`config.mk`:
```
export PLATFORM = sky130hd
export DESIGN_NAME = pzc_ctrl
export DESIGN_NICKNAME = d
export VERILOG_FILES = /design/src/hw/rtl/pzc_pkg.sv /design/src/hw/rtl/pzc_ctrl.sv
export VERILOG_INCLUDE_DIRS = /design/src /design/src/hw/rtl
export SDC_FILE = /design/constraint.sdc
export NUM_CORES = 1
export LEC_CHECK = 0
export BUFFER_PORTS_ARGS = -buffer_cell sky130_fd_sc_hd__buf_2
export CELL_PAD_IN_SITES_DETAIL_PLACEMENT = 1
export CELL_PAD_IN_SITES_GLOBAL_PLACEMENT = 1
export CORE_MARGIN = 5
export CORE_UTILIZATION = 33
export CTS_BUF_LIST = sky130_fd_sc_hd__clkbuf_8
export DETAILED_ROUTE_END_ITERATION = 10
export PLACE_DENSITY_LB_ADDON = 0.3
export SKIP_LAST_GASP = 1
export SLEW_MARGIN = 15
export SYNTH_ARGS = -nofsm -noshare
export SYNTH_HDL_FRONTEND = slang
export SYNTH_SLANG_ARGS = --single-unit
```
`constraint.sdc`:
```
create_clock -name i_clk -period 1.7 [get_ports i_clk]
set_input_delay 0.17 -clock i_clk [delete_from_list [all_inputs] [get_ports i_clk]]
set_output_delay 0.17 -clock i_clk [all_outputs]
set_load 0.01 [all_outputs]
```
`src/hw/rtl/assert_macros.svh`:
```
// assertion macros shared by the pressure filter rtl
`ifndef ASSERT_MACROS_SVH
`define ASSERT_MACROS_SVH

// property must hold at every rising clock edge outside reset
`define ASSERT_CLK(lbl, clk, rst_n, prop, msg) \
    lbl: assert property (@(posedge clk) disable iff (!rst_n) prop) else $error(msg);

// expression must never be true outside reset
`define ASSERT_NEVER(lbl, clk, rst_n, expr, msg) \
    lbl: assert property (@(posedge clk) disable iff (!rst_n) !(expr)) else $error(msg);

`endif

```
`src/hw/rtl/pzc_pkg.sv`:
```
// shared types and constants of the pressure zero-cal ema filter
`default_nettype none

package pzc_pkg;

    localparam int SAMPLE_BITS = 20;
    localparam int CNT_W       = 10;
    localparam int SUM_W       = 30;
    localparam int OFS_FRAC_W  = 8;
    localparam int OFS_W       = 28;
    localparam int DIFF_W      = OFS_W + 1;
    localparam int PRESS_W     = 29;
    localparam int GAIN_W      = 32;
    localparam int ALPHA_W     = 17;
    localparam int DVD_W       = SUM_W + OFS_FRAC_W;
    localparam int DIV_STEPS   = DVD_W;
    localparam int DIV_CNT_W   = $clog2(DIV_STEPS);
    localparam int PROD_W      = OFS_W + GAIN_W;
    localparam int SCALE_SHIFT = 24;
    localparam int RND_W       = PROD_W - SCALE_SHIFT;
    localparam int EMA_SHIFT   = 16;
    localparam int P_W         = PRESS_W + ALPHA_W + 1;
    localparam int ACC_W       = P_W + 1;
    localparam int Q_W         = ACC_W - EMA_SHIFT;

    localparam int IN_DATA_W   = 24;
    localparam int IN_USER_W   = 1;
    localparam int OUT_DATA_W  = 32;
    localparam int OUT_USER_W  = 2;
    localparam int CFG_IDX_W   = 2;
    localparam int CFG_DATA_W  = 32;

    localparam logic [CFG_IDX_W-1:0] CFG_CAL_SAMPLES = 2'd0;
    localparam logic [CFG_IDX_W-1:0] CFG_GAIN        = 2'd1;
    localparam logic [CFG_IDX_W-1:0] CFG_ALPHA       = 2'd2;

    localparam logic [CNT_W-1:0]   RST_CAL_SAMPLES = 10'd101;
    localparam logic [GAIN_W-1:0]  RST_GAIN        = 32'd12204965;
    localparam logic [ALPHA_W-1:0] RST_ALPHA       = 17'd5243;
    localparam logic [ALPHA_W-1:0] ALPHA_ONE       = 17'h10000;

    localparam logic [RND_W-1:0] SCALE_POS_LIM = RND_W'((64'd1 << (PRESS_W - 1)) - 64'd1);
    localparam logic [RND_W-1:0] SCALE_NEG_LIM = RND_W'(64'd1 << (PRESS_W - 1));
    localparam logic signed [PRESS_W-1:0] PRESS_MAX = {1'b0, {(PRESS_W-1){1'b1}}};
    localparam logic signed [PRESS_W-1:0] PRESS_MIN = {1'b1, {(PRESS_W-1){1'b0}}};

    typedef struct packed {
        logic capture;
        logic cal_step;
        logic div_step;
        logic div_finish;
        logic diff;
        logic scale;
        logic sat;
        logic ema_a;
        logic ema_b;
        logic ema_sum;
        logic ema_round;
        logic out_load;
    } t_dp_cmd;

    typedef struct packed {
        logic ch_ok;
        logic cal_done;
        logic cal_reached;
        logic out_busy;
    } t_dp_stat;

endpackage

`default_nettype wire

```
`src/hw/rtl/pzc_ctrl.sv`:
```
// sequencer of the pressure zero-cal ema filter
`default_nettype none
`include "assert_macros.svh"

module pzc_ctrl
    import pzc_pkg::*;
(
    input  wire logic     i_clk,
    input  wire logic     i_rst_n,
    input  wire logic     i_s_tvalid,
    output logic          o_s_tready,
    input  wire t_dp_stat i_stat,
    output t_dp_cmd       o_cmd
);

    localparam logic [3:0] S_IDLE     = 4'd0;
    localparam logic [3:0] S_DISPATCH = 4'd1;
    localparam logic [3:0] S_DIV      = 4'd2;
    localparam logic [3:0] S_OFS      = 4'd3;
    localparam logic [3:0] S_SCALE    = 4'd4;
    localparam logic [3:0] S_SAT      = 4'd5;
    localparam logic [3:0] S_EMA_A    = 4'd6;
    localparam logic [3:0] S_EMA_B    = 4'd7;
    localparam logic [3:0] S_SUM      = 4'd8;
    localparam logic [3:0] S_RND      = 4'd9;
    localparam logic [3:0] S_OUT      = 4'd10;

    localparam logic [DIV_CNT_W-1:0] DIV_LAST = DIV_CNT_W'(DIV_STEPS - 1);

    logic [3:0]           r_state;
    logic [3:0]           n_state;
    logic [DIV_CNT_W-1:0] r_div_cnt;
    logic [DIV_CNT_W-1:0] n_div_cnt;

    assign o_s_tready = (r_state == S_IDLE) && i_rst_n;

    always_comb begin
        o_cmd     = '0;
        n_state   = r_state;
        n_div_cnt = r_div_cnt;
        case (r_state)
            S_IDLE: begin
                if (i_s_tvalid && o_s_tready) begin
                    o_cmd.capture = 1'b1;
                    n_state       = S_DISPATCH;
                end
            end
            S_DISPATCH: begin
                if (!i_stat.ch_ok) begin
                    n_state = S_OUT;
                end else if (!i_stat.cal_done) begin
                    o_cmd.cal_step = 1'b1;
                    n_state        = i_stat.cal_reached ? S_DIV : S_OUT;
                end else begin
                    o_cmd.diff = 1'b1;
                    n_state    = S_SCALE;
                end
            end
            S_DIV: begin
                o_cmd.div_step = 1'b1;
                if (r_div_cnt == DIV_LAST) begin
                    n_div_cnt = '0;
                    n_state   = S_OFS;
                end else begin
                    n_div_cnt = r_div_cnt + 1'b1;
                end
            end
            S_OFS: begin
                o_cmd.div_finish = 1'b1;
                n_state          = S_OUT;
            end
            S_SCALE: begin
                o_cmd.scale = 1'b1;
                n_state     = S_SAT;
            end
            S_SAT: begin
                o_cmd.sat = 1'b1;
                n_state   = S_EMA_A;
            end
            S_EMA_A: begin
                o_cmd.ema_a = 1'b1;
                n_state     = S_EMA_B;
            end
            S_EMA_B: begin
                o_cmd.ema_b = 1'b1;
                n_state     = S_SUM;
            end
            S_SUM: begin
                o_cmd.ema_sum = 1'b1;
                n_state       = S_RND;
            end
            S_RND: begin
                o_cmd.ema_round = 1'b1;
                n_state         = S_OUT;
            end
            S_OUT: begin
                if (!i_stat.out_busy) begin
                    o_cmd.out_load = 1'b1;
                    n_state        = S_IDLE;
                end
            end
            default: begin
                n_state = S_IDLE;
            end
        endcase
    end

    always_ff @(posedge i_clk) begin
        if (!i_rst_n) begin
            r_state   <= S_IDLE;
            r_div_cnt <= '0;
        end else begin
            r_state   <= n_state;
            r_div_cnt <= n_div_cnt;
        end
    end

    `ASSERT_CLK(a_div_cnt_idle, i_clk, i_rst_n, (r_state != S_DIV) |-> (r_div_cnt == '0), "divider count left running")
    `ASSERT_CLK(a_accept_dispatch, i_clk, i_rst_n, (i_s_tvalid && o_s_tready) |=> (r_state == S_DISPATCH), "accepted word not dispatched")
    `ASSERT_NEVER(a_load_busy, i_clk, i_rst_n, o_cmd.out_load && i_stat.out_busy, "output register overwritten")

endmodule

`default_nettype wire

```
==> impl_metrics.json <==
{
  "drc": 0,
  "cp_data_required_time_ns": 1.53,
  "path_delay_family": "simple AND/OR/NAND/NOR gates",
  "clockPowerShare_pct": 19.0,
  "fin_total_pwr_mw": 1.219,
  "htree_levels": 1,
  "grt_pass1_vias": 752,
  "yosysTopAreaCellShare_pct": 29.20,
  "ys_types": 35,
  "final_max_slew_viol_count": 0,
  "critPathCaptureType": "primary output",
  "port_buffers": 19,
  "synth_largest_area_cell": "dfxtp_1",
  "crit_type": "flip-flop to primary output",
  "clock_path_buffers": 2,
  "synth_edf_count": 0,
  "p_per_area_nw_per_um2": 1432,
  "clock_sinks": 10,
  "internal-power_mw": 0.7028,
  "drt_wl_total_mm": 1.856,
  "synth-main-ff-cell": "dfxtp_1",
  "hold_buffers": 0,
  "synth_commonest_cells": "nor2_1, dfxtp_1, nand2_1",
  "fill_cells": 272,
  "regToRegStartpoint": "r_state[0]",
  "dieArea_um2": 3089,
  "drive_above_1_share_pct": 28.83,
  "clkLatencyLatePin_ns": 0.23,
  "fin_setup_tns_ns": 0,
  "swShare_pct": 42.33,
  "area_delta_synth_final_pct": 24.09,
  "grt_max_degree": 17,
  "final_nets": 122,
  "cts_root_buf": "clkbuf_8",
  "numCtsBuffers": 3,
  "power.switching_mw": 0.5159,
  "gp_congestion": 0.7755,
  "crit_path_top_delay_cell": "or4b_4",
  "combPwrFrac_pct": 55.5,
  "min_period_over_period_pct": 89.77,
  "status": "finished, final reports clean",
  "cts_tree": "yes",
  "holdCritStartpoint": "i_rst_n",
  "irDropWorstVdd_v": 0.0009778,
  "ys_ff_latch": 10,
  "critical_path_buf_inv_count": 2,
  "syn_nets": 100,
  "hold_viol_final": 0,
  "synth_warnings": 0,
  "coreArea_um2": 1962,
  "worstSetupStartpointType": "flip-flop",
  "routed_via_density": 5.123,
  "grtUsageTotal_pct": 13.29,
  "detail_route.wl_per_cell_um": 13.45,
  "ant_nets": 0,
  "fin_ws_ns": 0.1739,
  "drt_iter0_drc": 5,
  "worstPathArrival_ns": 1.36,
  "hpwl_mm": 1.496,
  "min_path_type": "input pin to flip-flop",
  "leakage_nw": 0.3952,
  "max_cap_violations": 0,
  "startpoint": "r_state[0]",
  "final_core_util_pct": 43.37,
  "syn_avg_cell_area_um2": 7.535,
  "dr.pass1.iters": 4,
  "path_max_fanout": 6,
  "fp-row-count": 16,
  "synthArstFlopShare_pct": 0,
  "max_slew.worst_pin.slew_ns": 0.2915,
  "post-route-min-period_ns": 1.526,
  "dp_slack_ns": 0.1941,
  "clk_pin_slew_ns": 0.04,
  "syn_area_um2": 685.7,
  "seq_power_share_pct": 25.4,
  "grt_antenna_before_repair": 0,
  "routed-via-count": 707,
  "synth_area_leaders": "dfxtp_1, nor2_1, nand2_1",
  "max_slew_margin_pct": 80.36,
  "n_antenna_cell": 0,
  "overflow": 0,
  "setup_viol": 0,
  "ctsResizeCount": 0,
  "fmax_ghz": 0.6553,
  "rsz0062_at_grt": "no",
  "syn_inst": 91,
  "crit_chain": "or4b_4 > inv_6 > buf_2",
  "synth_most_common_cell": "nor2_1",
  "io_pins": 20,
  "grt_first_pass_wirelength_mm": 3.387,
  "finalClockSkew_ns": 0.0009277,
  "post_cts_buffers": 0,
  "die-height_um": 55.58,
  "ys_seq_area_share_pct": 29.20,
  "slowest_delay_ns": 0.58,
  "die_x_um": 55.58,
  "start_util_pct": 34.95
}
path summary, 6_finish.rpt:
kind                       end  slack [ns]  cells past startpoint
setup / recovery      o_cmd[9]        0.17                      3
hold / removal      r_state[3]        0.27                      2
setup reg to reg  r_div_cnt[4]        0.20                      5
hold reg to reg   r_div_cnt[5]        0.54                      2
layer usage:
metal / routed length (um) / GRT usage (%) / vias to the layer above
li1: - / - / 358
met1: 832 / 15.18 / 339
met2: 966 / 24.66 / 10
met3: 57 / 4.408 / 0
met4: 0 / 1.042 / 0
met5: 0 / 0 / -
worst register-to-register path: cells and delay by family, from the launching register on:
family | cells | cell delay [ns]
flops | 1 | 0.32
xor+xnor | 1 | 0.14
buf+inv | 1 | 0.10
simple gates | 3 | 0.84
layout by cell type, fill, tap and decap left out, drive strengths merged:
cell type / Yosys / routed
a211oi: 2 / 2
a21boi: 1 / 1
a21o: 1 / 1
a21oi: 2 / 2
a22o: 1 / 1
a22oi: 1 / 1
a31oi: 2 / 2
and2: 2 / 2
and3: 2 / 2
buf: 3 / 24
clkbuf: 4 / 3
dfxtp: 10 / 10
ha: 2 / 2
inv: 4 / 4
nand2: 9 / 9
nand2b: 3 / 3
nand3: 1 / 1
nand4: 4 / 4
nor2: 15 / 15
nor2b: 1 / 1
nor3: 4 / 4
nor3b: 1 / 1
nor4: 2 / 2
o21ai: 4 / 4
o221a: 1 / 1
o2bb2ai: 1 / 1
o311a: 1 / 1
o31ai: 1 / 1
or2: 1 / 1
or4b: 1 / 1
xnor2: 1 / 1
xor2: 3 / 3
logic make-up after synthesis:
kind of cell	Yosys count	share of synthesized area (%)
flops	10	29.20
fa+ha+maj	2	3.649
simple gates	46	34.49
buf+inv	11	9.123
xor+xnor	4	5.110
compound gates	18	18.43
cell type report:
cell class | instances | area, um2 | area share, %
inverter | 4 | 20.02 | 2.353
tap | 27 | 33.78 | 3.971
timing repair buffer | 24 | 132.6 | 15.59
sequential | 10 | 200.2 | 23.53
clock buffer | 3 | 41.29 | 4.853
multi-input combinational | 70 | 422.9 | 49.71
registers in the layout (all words and copies together), names as in the netlist:
name,cells
r_div_cnt,6
r_state,4
power by group through the flow:
| stage | Combinational [mW] | Clock, mW | Sequential [mW] |
|---|---|---|---|
| 2_1_floorplan | 0.504 | 0 | 0.316 |
| 3_3_place_gp | 0.660 | 0 | 0.314 |
| 3_5_place_dp | 0.679 | 0 | 0.314 |
| 4_1_cts | 0.682 | 0.239 | 0.310 |
| 5_1_grt | 0.758 | 0.253 | 0.315 |
| 6_report | 0.677 | 0.232 | 0.310 |
metrics by stage:
step | hold WS (ns) | cells | cell area [um2]
floorplan | 0.3635 | 91 | 685.7
global placement | 0.5059 | 135 | 809.5
detailed placement | 0.5057 | 135 | 809.5
CTS | 0.2636 | 138 | 850.8
global route | 0.2751 | 138 | 850.8
finish | 0.2722 | 138 | 850.8
Power figures use the tool's default switching activity.
